`config.mk`:
```
export PLATFORM = sky130hd
export DESIGN_NAME = trr_div
export DESIGN_NICKNAME = d
export VERILOG_FILES = /design/src/design/trr_pkg.sv /design/src/design/trr_div.sv
export SDC_FILE = /design/constraint.sdc
export NUM_CORES = 1
export LEC_CHECK = 0
export BUFFER_PORTS_ARGS = -buffer_cell sky130_fd_sc_hd__buf_4
export CORE_MARGIN = 2
export CORE_UTILIZATION = 51
export DETAILED_ROUTE_END_ITERATION = 8
export PLACE_DENSITY_LB_ADDON = 0.08
export SLEW_MARGIN = 10
export SYNTH_ARGS = -nofsm -noshare
export SYNTH_HDL_FRONTEND = slang
export SYNTH_SLANG_ARGS = --single-unit
```
`constraint.sdc`:
```
create_clock -name clk_i -period 2.3 [get_ports clk_i]
set_clock_uncertainty 0.15 [all_clocks]
set_input_delay 0.115 -clock clk_i [delete_from_list [all_inputs] [get_ports clk_i]]
set_output_delay 0.115 -clock clk_i [all_outputs]
set_load 0.005 [all_outputs]
```
`src/design/trr_pkg.sv`:
```
// Shared types, codes and helpers for the textured triangle rasterizer.
// No dependencies; used by trr_div and textured_triangle_rasterizer.
package trr_pkg;

  localparam int CW  = 13;  // internal coordinate width, signed
  localparam int DNW = 12;  // divider operand width
  localparam int QW  = 17;  // 1.16 weight, 0..65536
  localparam int PW  = CW + QW + 1;

  typedef logic signed [CW-1:0] crd_t;

  typedef struct packed {
    crd_t x;
    crd_t y;
    crd_t u;
    crd_t v;
  } vtx_t;

  localparam logic [1:0] KIND_TEXEL  = 2'd0;
  localparam logic [1:0] KIND_VERTEX = 2'd1;
  localparam logic [1:0] KIND_START  = 2'd2;
  localparam logic [1:0] KIND_STEP   = 2'd3;

  localparam logic [1:0] PH_IDLE  = 2'd0;
  localparam logic [1:0] PH_UPPER = 2'd1;
  localparam logic [1:0] PH_LOWER = 2'd2;

  localparam logic CFG_WIDTH  = 1'b0;
  localparam logic CFG_HEIGHT = 1'b1;

  // (c*light + 0.5) in 16.16, low 8 bits of the integer part
  function automatic logic [7:0] lit_chan(input logic [7:0] c, input logic [16:0] light);
    logic [25:0] p;
    p = 26'(c) * 26'(light) + 26'd32768;
    return p[23:16];
  endfunction

endpackage

```
`src/design/trr_div.sv`:
```
// Restoring divider, one quotient bit per cycle: (num << 16) / den.
// Depends on trr_pkg.
module trr_div (
  input  logic                      clk_i,
  input  logic                      rst_ni,
  input  logic                      start_i,
  input  logic [trr_pkg::DNW-1:0]   num_i,
  input  logic [trr_pkg::DNW-1:0]   den_i,
  output logic                      done_o,
  output logic [trr_pkg::QW-1:0]    quot_o
);
  import trr_pkg::*;

  localparam int NW  = DNW + 16;
  localparam int CNW = $clog2(NW + 1);

  logic [NW-1:0]  num_q, num_d, quo_q, quo_d;
  logic [DNW-1:0] den_q;
  logic [DNW:0]   rem_q, rem_d, trial;
  logic [CNW-1:0] cnt_q, cnt_d;
  logic           run_q, run_d, done_q, done_d;
  logic           qbit;

  always_comb begin
    trial = {rem_q[DNW-1:0], num_q[NW-1]};
    qbit  = trial >= {1'b0, den_q};
    rem_d = qbit ? trial - {1'b0, den_q} : trial;
    num_d = {num_q[NW-2:0], 1'b0};
    quo_d = {quo_q[NW-2:0], qbit};
    cnt_d = cnt_q + CNW'(1);
    run_d = run_q && (cnt_q != CNW'(NW - 1));
    done_d = run_q && (cnt_q == CNW'(NW - 1));
  end

  always_ff @(posedge clk_i or negedge rst_ni) begin
    if (!rst_ni) begin
      run_q  <= 1'b0;
      done_q <= 1'b0;
      cnt_q  <= '0;
    end else if (start_i) begin
      run_q  <= 1'b1;
      done_q <= 1'b0;
      cnt_q  <= '0;
    end else begin
      run_q  <= run_d;
      done_q <= done_d;
      if (run_q) cnt_q <= cnt_d;
    end
  end

  always_ff @(posedge clk_i) begin
    if (start_i) begin
      num_q <= {num_i, 16'd0};
      den_q <= den_i;
      rem_q <= '0;
      quo_q <= '0;
    end else if (run_q) begin
      num_q <= num_d;
      rem_q <= rem_d;
      quo_q <= quo_d;
    end
  end

  assign done_o = done_q;
  assign quot_o = quo_q[QW-1:0];

endmodule

```
==> impl_metrics.toml, run 1 <==
[status]
status = "finished, violations left"
violations = "setup timing"

[synthesis]
yosysWarnings = 0
synth_cells = 276
synth_flop_cell = "dfxtp_1"
yosys.area.top_type = "edfxtp_1"
postSynthAreaPerCell_sq_um = 11.0
syn-num-nets = 317
synth_edf_count = 24
ys_top_cells_by_area = "edfxtp_1 (24%), dfxtp_1 (19%), mux2i_1 (7.9%), dfrtp_1 (5.8%), ha_1 (5.4%)"
ys_seq_area_frac = 0.487
netlist_area_sq_um = 3030
synthArstFlopShare = 0.117
ys_types = 55
synth_seq_cells = 60
synth.top_cell.area_share = 0.238

[hold_path]
hold_path_class = "reg -> reg"
min_delay_path_depth = 2

[sta]
fin_crit_sh = 1.03
layout_setup_ws_ns = -0.0706
period_minus_slack_ns = 2.37
slew_headroom = 0.688
setup_viol = 7
hold_viol_final = 0
fmax_mhz = 422
worst_slew_pin_slew_ns = 0.467
rsz0062_at_grt = "yes"
drv_slew = 0

[die]
start_util = 0.521
fp.dieW_um = 81.1
num_rows = 28
die_area_sq_um = 6570
core_sq_um = 5820
die_h_um = 81.1
ioPinCount = 45

[detailed_routing]
drc = 0
vias = 2421
drtIter0Drc = 114
routed_via_density = 5.16
wl_per_cell_um = 14.2
firstDrtPassIters = 4
drt-total-wl_um = 6650
final_antenna_net_count = 0

[placement]
port-buffer-count = 44
gp_congestion = 0.807
placed_area_sq_um = 3700
detailed_place_hpwl_um = 4340

[global_route]
grt.overflow.total = 0
grt_usage = 0.212
grt_pass1_vias = 2258
grt_pass1_wl_um = 10600
grt_antenna_before_repair = 0
grt_max_degree = 45

[setup_path]
critPathMaxFanout = 6
critPathLaunchType = "flip-flop"
endpoint_kind = "flip-flop"
critPathArrivalTime_ns = 2.48
setup.worst_path.class = "reg -> reg"
critPathRequiredTime_ns = 2.41
worst_r2r_path_depth = 9

[final_layout]
drive_above_1_share = 0.376
areaGrowthSynthToFinish_pct = 45.2
fin_util = 0.756
fin_nets = 430
n_antenna_cell = 0
multi_input_area_sq_um = 1560
fin_area_sq_um = 4400
nFillCells = 422
regArea_sq_um = 1480

[clocking]
cts.sink_count = 60
clock_latency_ns = 0.35
cts_buffers = 9
cts_tree = "yes"
clk_pin_slew_worst_paths_ns = 0.07
max-clock-path-buffers = 2
clock_tree.root_cell = "clkbuf_8"
cts_htree_levels = 3

[pwr]
vdd_drop_max_mv = 0.732
p_leak_uw = 0.00204
total_power_uw = 4280
power.density_nw_per_um2 = 974

[job]
cap_violations = 0
==> power breakdown <==
| part | leakage, uW | total, uW | internal [uW] | switching (uW) |
|---|---|---|---|---|
| Clock | 0.000113 | 995 | 581 | 414 |
| Sequential | 0.000572 | 1340 | 1240 | 91.6 |
| Combinational | 0.00135 | 1950 | 1130 | 824 |
| Total | 0.00204 | 4280 | 2950 | 1330 |
==> cell usage after synthesis (5+ instances only) <==
master and number:
a211oi_1 7, clkbuf_1 6, dfrtp_1 7, dfxtp_1 29, edfxtp_1 24, ha_1 13
inv_1 18, mux2_2 12, mux2i_1 24, nand2_1 13, nor2_1 39, nor2b_1 5
o21ai_0 7, xnor2_1 5
==> through the flow <==
step	cells	TNS [ns]	setup WS (ns)	hold WS, ns
2_1_floorplan	276	0	0.0227	-0.331
3_3_place_gp	421	-0.668	-0.112	-0.215
3_5_place_dp	421	-1.10	-0.165	-0.215
4_1_cts	468	-0.259	-0.0719	0.318
5_1_grt	469	-1.14	-0.130	0.338
6_report	469	-0.135	-0.0706	0.333
==> logic make-up (layout without fill, tap and decap cells) <==
kind of cell	after synthesis	in the layout	synth area share
AO/OA/AOI/OAI	49	49	0.136
multiplexers	37	37	0.129
AND/OR/NAND/NOR	76	76	0.116
XOR/XNOR	9	9	0.0260
buffers and inverters	31	149	0.0450
adder cells (fa/ha/maj)	14	14	0.0603
flip-flops	60	60	0.487
==> sequential cells by signal (all words and copies together), names as in the netlist <==
signal and flops:
quo_q 17, run_q 1, rem_q 12, done_o 1, den_q 12, num_q 12
cnt_q 5
==> worst paths after layout <==
path                                start        end  slack [ns]
worst max-delay path            den_q[10]   rem_q[0]       -0.07
worst min register to register  rem_q[10]  rem_q[10]        0.33
worst max register to register  den_q[10]   rem_q[0]       -0.07
worst min-delay path            rem_q[10]  rem_q[10]        0.33
max in group asynchronous          rst_ni   cnt_q[1]        1.17
min in group asynchronous          rst_ni   cnt_q[4]        0.58
==> layout make-up <==
type / instances / area share
clock buffer: 14 / 0.0467
inverter: 18 / 0.0154
timing repair buffer: 115 / 0.224
sequential: 60 / 0.336
multi-input combinational: 185 / 0.355
clock inverter: 2 / 0.00256
tap: 75 / 0.0213
==> worst max-delay path, stage by stage (launching register included) <==
cell      delay (ns)
edfxtp_1        0.34
inv_2           0.05
ha_4            0.26
buf_6           0.10
nand4_1         0.15
o41ai_4         0.40
a211oi_4        0.12
o21ai_4         0.16
mux2_4          0.35
a211oi_2        0.21
==> cell usage in the layout, fill, tap and decap left out, types with 3 or more instances in the layout <==
cell type | Yosys | final
buf_4 | 0 | 83
nor2_1 | 39 | 39
dfxtp_1 | 29 | 29
dlygate4sd3_1 | 0 | 27
mux2i_1 | 24 | 24
edfxtp_1 | 24 | 24
inv_1 | 18 | 16
nand2_1 | 13 | 13
mux2_2 | 12 | 11
clkbuf_8 | 0 | 11
dfrtp_1 | 7 | 7
ha_1 | 13 | 6
ha_4 | 0 | 6
o21ai_0 | 7 | 5
xnor2_1 | 5 | 5
a211oi_1 | 7 | 5
a21oi_1 | 4 | 4
o211ai_1 | 4 | 4
xor2_1 | 4 | 4
nor2b_1 | 5 | 3
o21ai_1 | 2 | 3
nand4_1 | 3 | 3
a211oi_2 | 2 | 3
==> per-layer routing <==
metal,vias up,routed length (um),part of all wire,GRT usage
met4,0,34,0.0051,0.0508
met5,-,0,0,0
met2,57,3100,0.47,0.325
met3,4,302,0.045,0.0633
met1,1145,3210,0.48,0.294
li1,1215,-,-,-
==> what timing repair did <==
item / CTS / global route
endpoints found under the hold margin: 35 / 0
resized for setup: 11 / 21
buffers inserted: 3 / 1
hold buffers: 27 / 0
pin swaps: 13 / 14
setup endpoints to repair: 11 / 12
cloned: 1 / 0
Note: power is estimated with default switching activity, not from simulation.
==> run 2, diff against run 1 <==
CORE_ASPECT_RATIO = 1.5   (was unset)
PLACE_DENSITY = 0.84   (was unset)
PLACE_DENSITY_LB_ADDON = unset   (was 0.08)
==> run 2 against run 1 <==
Global-route usage is 3.4 points higher. Critical path type unchanged. Wire length rose by 33%. Flip-flop and latch count unchanged. Power is 3.3% higher. Combinational power increased by 9%. Via count up 7.5%. Clock power decreased by 6.7%. Clock-buffer cell count is 1 lower. The flow still finishes with violations (setup timing). Largest power group unchanged.
==> impl_metrics.toml, run 2 (synthesized netlist as in run 1, its figures left out) <==
[status]
status = "finished, violations left"
violations = "setup timing"

[sta]
period_minus_slack_ns = 2.54
layout_setup_ws_ns = -0.237
fin_crit_sh = 1.10
hold_viol_final = 0
setup_viol = 8
hold-worst-slack_ns = 0.339
rsz0062_at_grt = "yes"
drv_slew = 0
slew_headroom = 0.691
worst_slew_pin_slew_ns = 0.463
fmax_mhz = 394
finalSetupTns_ns = -0.550

[setup_path]
critPathArrivalTime_ns = 2.66
critPathRequiredTime_ns = 2.43
worst_r2r_path_depth = 9
slowest_delay_ns = 0.39
crit_path_frequent_cell = "o21ai_2"
setup.worst_path.class = "reg -> reg"
cpLargestDelayFamily = "compound AO/OA/AOI/OAI gates"
crit_slowest_cell = "edfxtp_1"
critPathLaunchType = "flip-flop"
r2r-end = "rem_q[10]"
cp_cell_sequence = "inv_2, ha_4, fa_2, nor2b_2, o31a_1, o21ai_2, mux2_4, o31a_2, o21ai_2"
r2r_setup_slack_ns = -0.24
endpoint_kind = "flip-flop"
critPathBufInv = 1
critPathMaxFanout = 2
r2r-start = "num_q[27]"

[final_layout]
multi_input_area_sq_um = 1700
fin_nets = 419
areaGrowthSynthToFinish_pct = 45.8
drive_above_1_share = 0.407
n_antenna_cell = 0
regMostFlops = "quo_q"
final_cell_mix = "buf_4 (74), nor2_1 (38), dfxtp_1 (29), dlygate4sd3_1 (27), edfxtp_1 (24)"
largest_reg_flops = 17
final_common_cell = "buf_4"
nFillCells = 334
regArea_sq_um = 1480

[clocking]
max-clock-path-buffers = 2
cts.sink_count = 60
clock_latency_ns = 0.35
clock_tree.root_cell = "clkbuf_8"
cts_tree = "yes"
clk_pin_slew_worst_paths_ns = 0.07
cts_htree_levels = 3
cts_buffers = 9

[hold_path]
hold_path_class = "in -> reg"
worstHoldStart = "den_i[3]"
min_delay_path_depth = 2
holdPathEnd = "den_q[3]"

[global_route]
grt.overflow.total = 0
grt_usage = 0.245
grt_antenna_before_repair = 0
grt_pass1_vias = 2623
grt_pass1_wl_um = 12000
grt_max_degree = 41

[detailed_routing]
drc = 0
drt-total-wl_um = 8820
drtIter0Drc = 161
firstDrtPassIters = 5
final_antenna_net_count = 0
routed_via_density = 5.72
vias = 2602
wl_per_cell_um = 19.4

[die]
die_h_um = 98.4
start_util = 0.524
core_sq_um = 5790
fp.dieW_um = 66.9
ioPinCount = 45
die_area_sq_um = 6580
num_rows = 34

[placement]
port-buffer-count = 44
place_ws_ns = -0.244
gp_congestion = 0.844
detailed_place_hpwl_um = 4680

[job]
cap_violations = 0

[pwr]
vdd_drop_max_mv = 0.636
power.density_nw_per_um2 = 1000
p_leak_uw = 0.00197
-- run 2: cell types whose count changed in the layout (fill, tap and decap cells not counted), sizes merged --
cell / before / now
buf: 88 / 76
inv: 19 / 18
clkinv: 1 / 2
clkinvlp: 0 / 1
-- run 2: per-stage QoR --
step	power, uW	std cells	instance area (sq um)	util
floorplan	2340	276	3030	-
global placement	2780	404	3580	0.619
detailed placement	2820	404	3580	0.619
CTS	3870	451	4140	0.716
global route	4590	455	4420	0.764
finish	4430	455	4420	0.764
-- run 2: repair_timing --
action,CTS,global route
gates cloned,0,1
pin swaps,7,24
endpoints found under the hold margin,33,0
setup buffers,4,5
resized for setup,14,43
setup endpoints to repair,12,13
hold buffers,27,0
-- run 2: layout make-up --
class / instances / area share
repair buffers: 104 / 0.200
inverters: 18 / 0.0153
well taps: 72 / 0.0204
flip-flops and latches: 60 / 0.334
clock inverters: 3 / 0.00396
multi-input cells: 185 / 0.386
clock buffers: 13 / 0.0408
-- run 2: worst max-delay path by stage --
stage                         start        end  slack [ns]  depth (start not counted)
after floorplan           num_q[27]  rem_q[10]        0.02                          9
after global placement    num_q[27]  rem_q[10]       -0.23                          9
after detailed placement  num_q[27]  rem_q[10]       -0.24                          9
after CTS                  den_q[0]  rem_q[10]       -0.13                          8
after global routing      num_q[27]  rem_q[10]       -0.28                          9
final                     num_q[27]  rem_q[10]       -0.24                          9
-- run 2: metal layers --
metal | share of wire | up-vias | GRT usage
li1 | - | 1185 | -
met1 | 0.37 | 1257 | 0.268
met2 | 0.52 | 109 | 0.405
met3 | 0.046 | 51 | 0.0657
met4 | 0.065 | 0 | 0.165
met5 | 0 | - | 0
-- run 2: where the power goes --
part	total [uW]	switching [uW]	internal, uW
combinational	2120	995	1120
clock	928	416	512
sequential	1380	136	1240
==> run 3, diff against run 2 <==
REMOVE_ABC_BUFFERS = 1   (was unset)
==> run 3 against run 2 <==
The run still ends with setup timing left. Critical path type unchanged. Hold slack lost 0.0028 ns. Clock-buffer cell count shrank 2. Combinational power shrank 9.9%. Final cell count grew 1.8%. Via count shrank 0.88%. Sequential power is essentially flat. Core utilization shrank 2.2 points. Non-clock buffer count grew 8. Largest cell class unchanged. First-iteration DRC count shrank 16%. Final area shrank 2.9%. Wire length shrank 4.9%. Global-route usage grew 1.7 points.
==> impl_metrics.toml, run 3 (synthesized netlist as in run 1, its figures left out) <==
[status]
status = "finished, violations left"
violations = "setup timing"

[final_layout]
regArea_sq_um = 1480
largest_reg_flops = 17
regMostFlops = "quo_q"
drive_above_1_share = 0.371
multi_input_area_sq_um = 1530
areaGrowthSynthToFinish_pct = 41.6
fin_area_sq_um = 4290
final_cell_mix = "buf_4 (83), nor2_1 (39), dfxtp_1 (29), dlygate4sd3_1 (27)"
nFillCells = 361
n_antenna_cell = 0
fin_nets = 427
instances_no_fill = 463
final_common_cell = "buf_4"

[die]
ioPinCount = 45
fp.dieW_um = 66.9
start_util = 0.524
die_h_um = 98.4
die_area_sq_um = 6580
num_rows = 34
core_sq_um = 5790

[global_route]
grt_pass1_vias = 2775
grt_antenna_before_repair = 0
grt.overflow.total = 0
grt_pass1_wl_um = 12700
grt_usage = 0.262
grt_max_degree = 45

[sta]
fin_crit_sh = 1.07
slew_headroom = 0.598
period_minus_slack_ns = 2.46
worst_slew_pin_slew_ns = 0.604
setup_viol = 12
hold_viol_final = 0
layout_setup_ws_ns = -0.156
drv_slew = 0
fmax_mhz = 407
rsz0062_at_grt = "yes"

[detailed_routing]
firstDrtPassIters = 5
vias = 2579
drc = 0
drtIter0Drc = 135
final_antenna_net_count = 0
routed_via_density = 5.57
drt-total-wl_um = 8390
wl_per_cell_um = 18.1

[pwr]
p_leak_uw = 0.00199
vdd_drop_max_mv = 0.608
power.density_nw_per_um2 = 981

[clocking]
clock_tree.root_cell = "clkbuf_8"
cts.sink_count = 60
cts_buffers = 9
cts_htree_levels = 3
cts_tree = "yes"
clock_latency_ns = 0.35
max-clock-path-buffers = 2
clk_pin_slew_worst_paths_ns = 0.08

[placement]
port-buffer-count = 44
gp_congestion = 0.861
dp_cells = 419
detailed_place_hpwl_um = 5040
placed_area_sq_um = 3690

[setup_path]
critPathLaunchType = "flip-flop"
critPathArrivalTime_ns = 2.59
critPathMaxFanout = 2
endpoint_kind = "flip-flop"
critPathRequiredTime_ns = 2.43
setup.worst_path.class = "reg -> reg"

[job]
cap_violations = 0

[hold_path]
hold_path_class = "in -> reg"
[run 3: changes by cell type in the layout (fill, tap and decap cells not counted), sizes merged]
| cell | before | now |
|---|---|---|
| buf | 76 | 85 |
| clkbuf | 14 | 11 |
| inv | 18 | 20 |
[run 3: area by class of cell]
cell class              instances  share of cell area
multi-input cells             185               0.356
flip-flops and latches         60               0.345
repair buffers                112               0.216
clock buffers                  11              0.0379
well taps                      72              0.0210
inverters                      18              0.0158
clock inverters                 5             0.00933
[run 3: metal layers]
| layer | vias up | wire length, um | global-route usage | part of all wire |
|---|---|---|---|---|
| met5 | - | 0 | 0 | 0 |
| met4 | 0 | 364 | 0.154 | 0.043 |
| met3 | 36 | 298 | 0.0495 | 0.036 |
| met2 | 92 | 4710 | 0.478 | 0.56 |
| met1 | 1248 | 3020 | 0.266 | 0.36 |
| li1 | 1203 | - | - | - |
[run 3: worst max-delay path, cell delays in order, from the launching register on]
cell      delay, ns
edfxtp_1       0.43
ha_4           0.20
fa_2           0.35
nor2b_1        0.15
o31a_1         0.24
o21ai_2        0.10
mux2_2         0.28
o31a_2         0.36
o21ai_1        0.13
[run 3: metrics by stage]
step / util / hold WS, ns / total power [uW] / setup WS, ns / TNS [ns]
6_report: 0.741 / 0.336 / 4210 / -0.156 / -0.823
5_1_grt: 0.741 / 0.337 / 4400 / -0.220 / -1.89
4_1_cts: 0.736 / 0.320 / 4060 / -0.0875 / -0.166
3_5_place_dp: 0.639 / -0.217 / 2980 / -0.204 / -0.885
3_3_place_gp: 0.639 / -0.221 / 2910 / -0.117 / -0.284
2_1_floorplan: - / -0.331 / 2280 / -0.0202 / -0.0387
[run 3: where the power goes]
part	total, uW	internal [uW]	switching [uW]
clock	949	493	455
sequential	1350	1240	103
combinational	1910	1020	894
[run 3: final timing paths]
path / start / endpoint / slack (ns) / cells past startpoint
max in group asynchronous: rst_ni / run_q / 1.15 / 3
worst max-delay path: den_q[0] / rem_q[10] / -0.16 / 8
min in group asynchronous: rst_ni / cnt_q[3] / 0.58 / 3
worst min register to register: rem_q[10] / rem_q[10] / 0.34 / 2
worst max register to register: den_q[0] / rem_q[10] / -0.16 / 8
worst min-delay path: den_i[3] / den_q[3] / 0.34 / 2
[run 3: timing repair]
item,in CTS,in global routing
buffers inserted,0,1
endpoints found under the hold margin,46,0
endpoints found under the setup margin,12,13
gates resized for setup,16,8
hold buffers,27,0
pin swaps,8,2
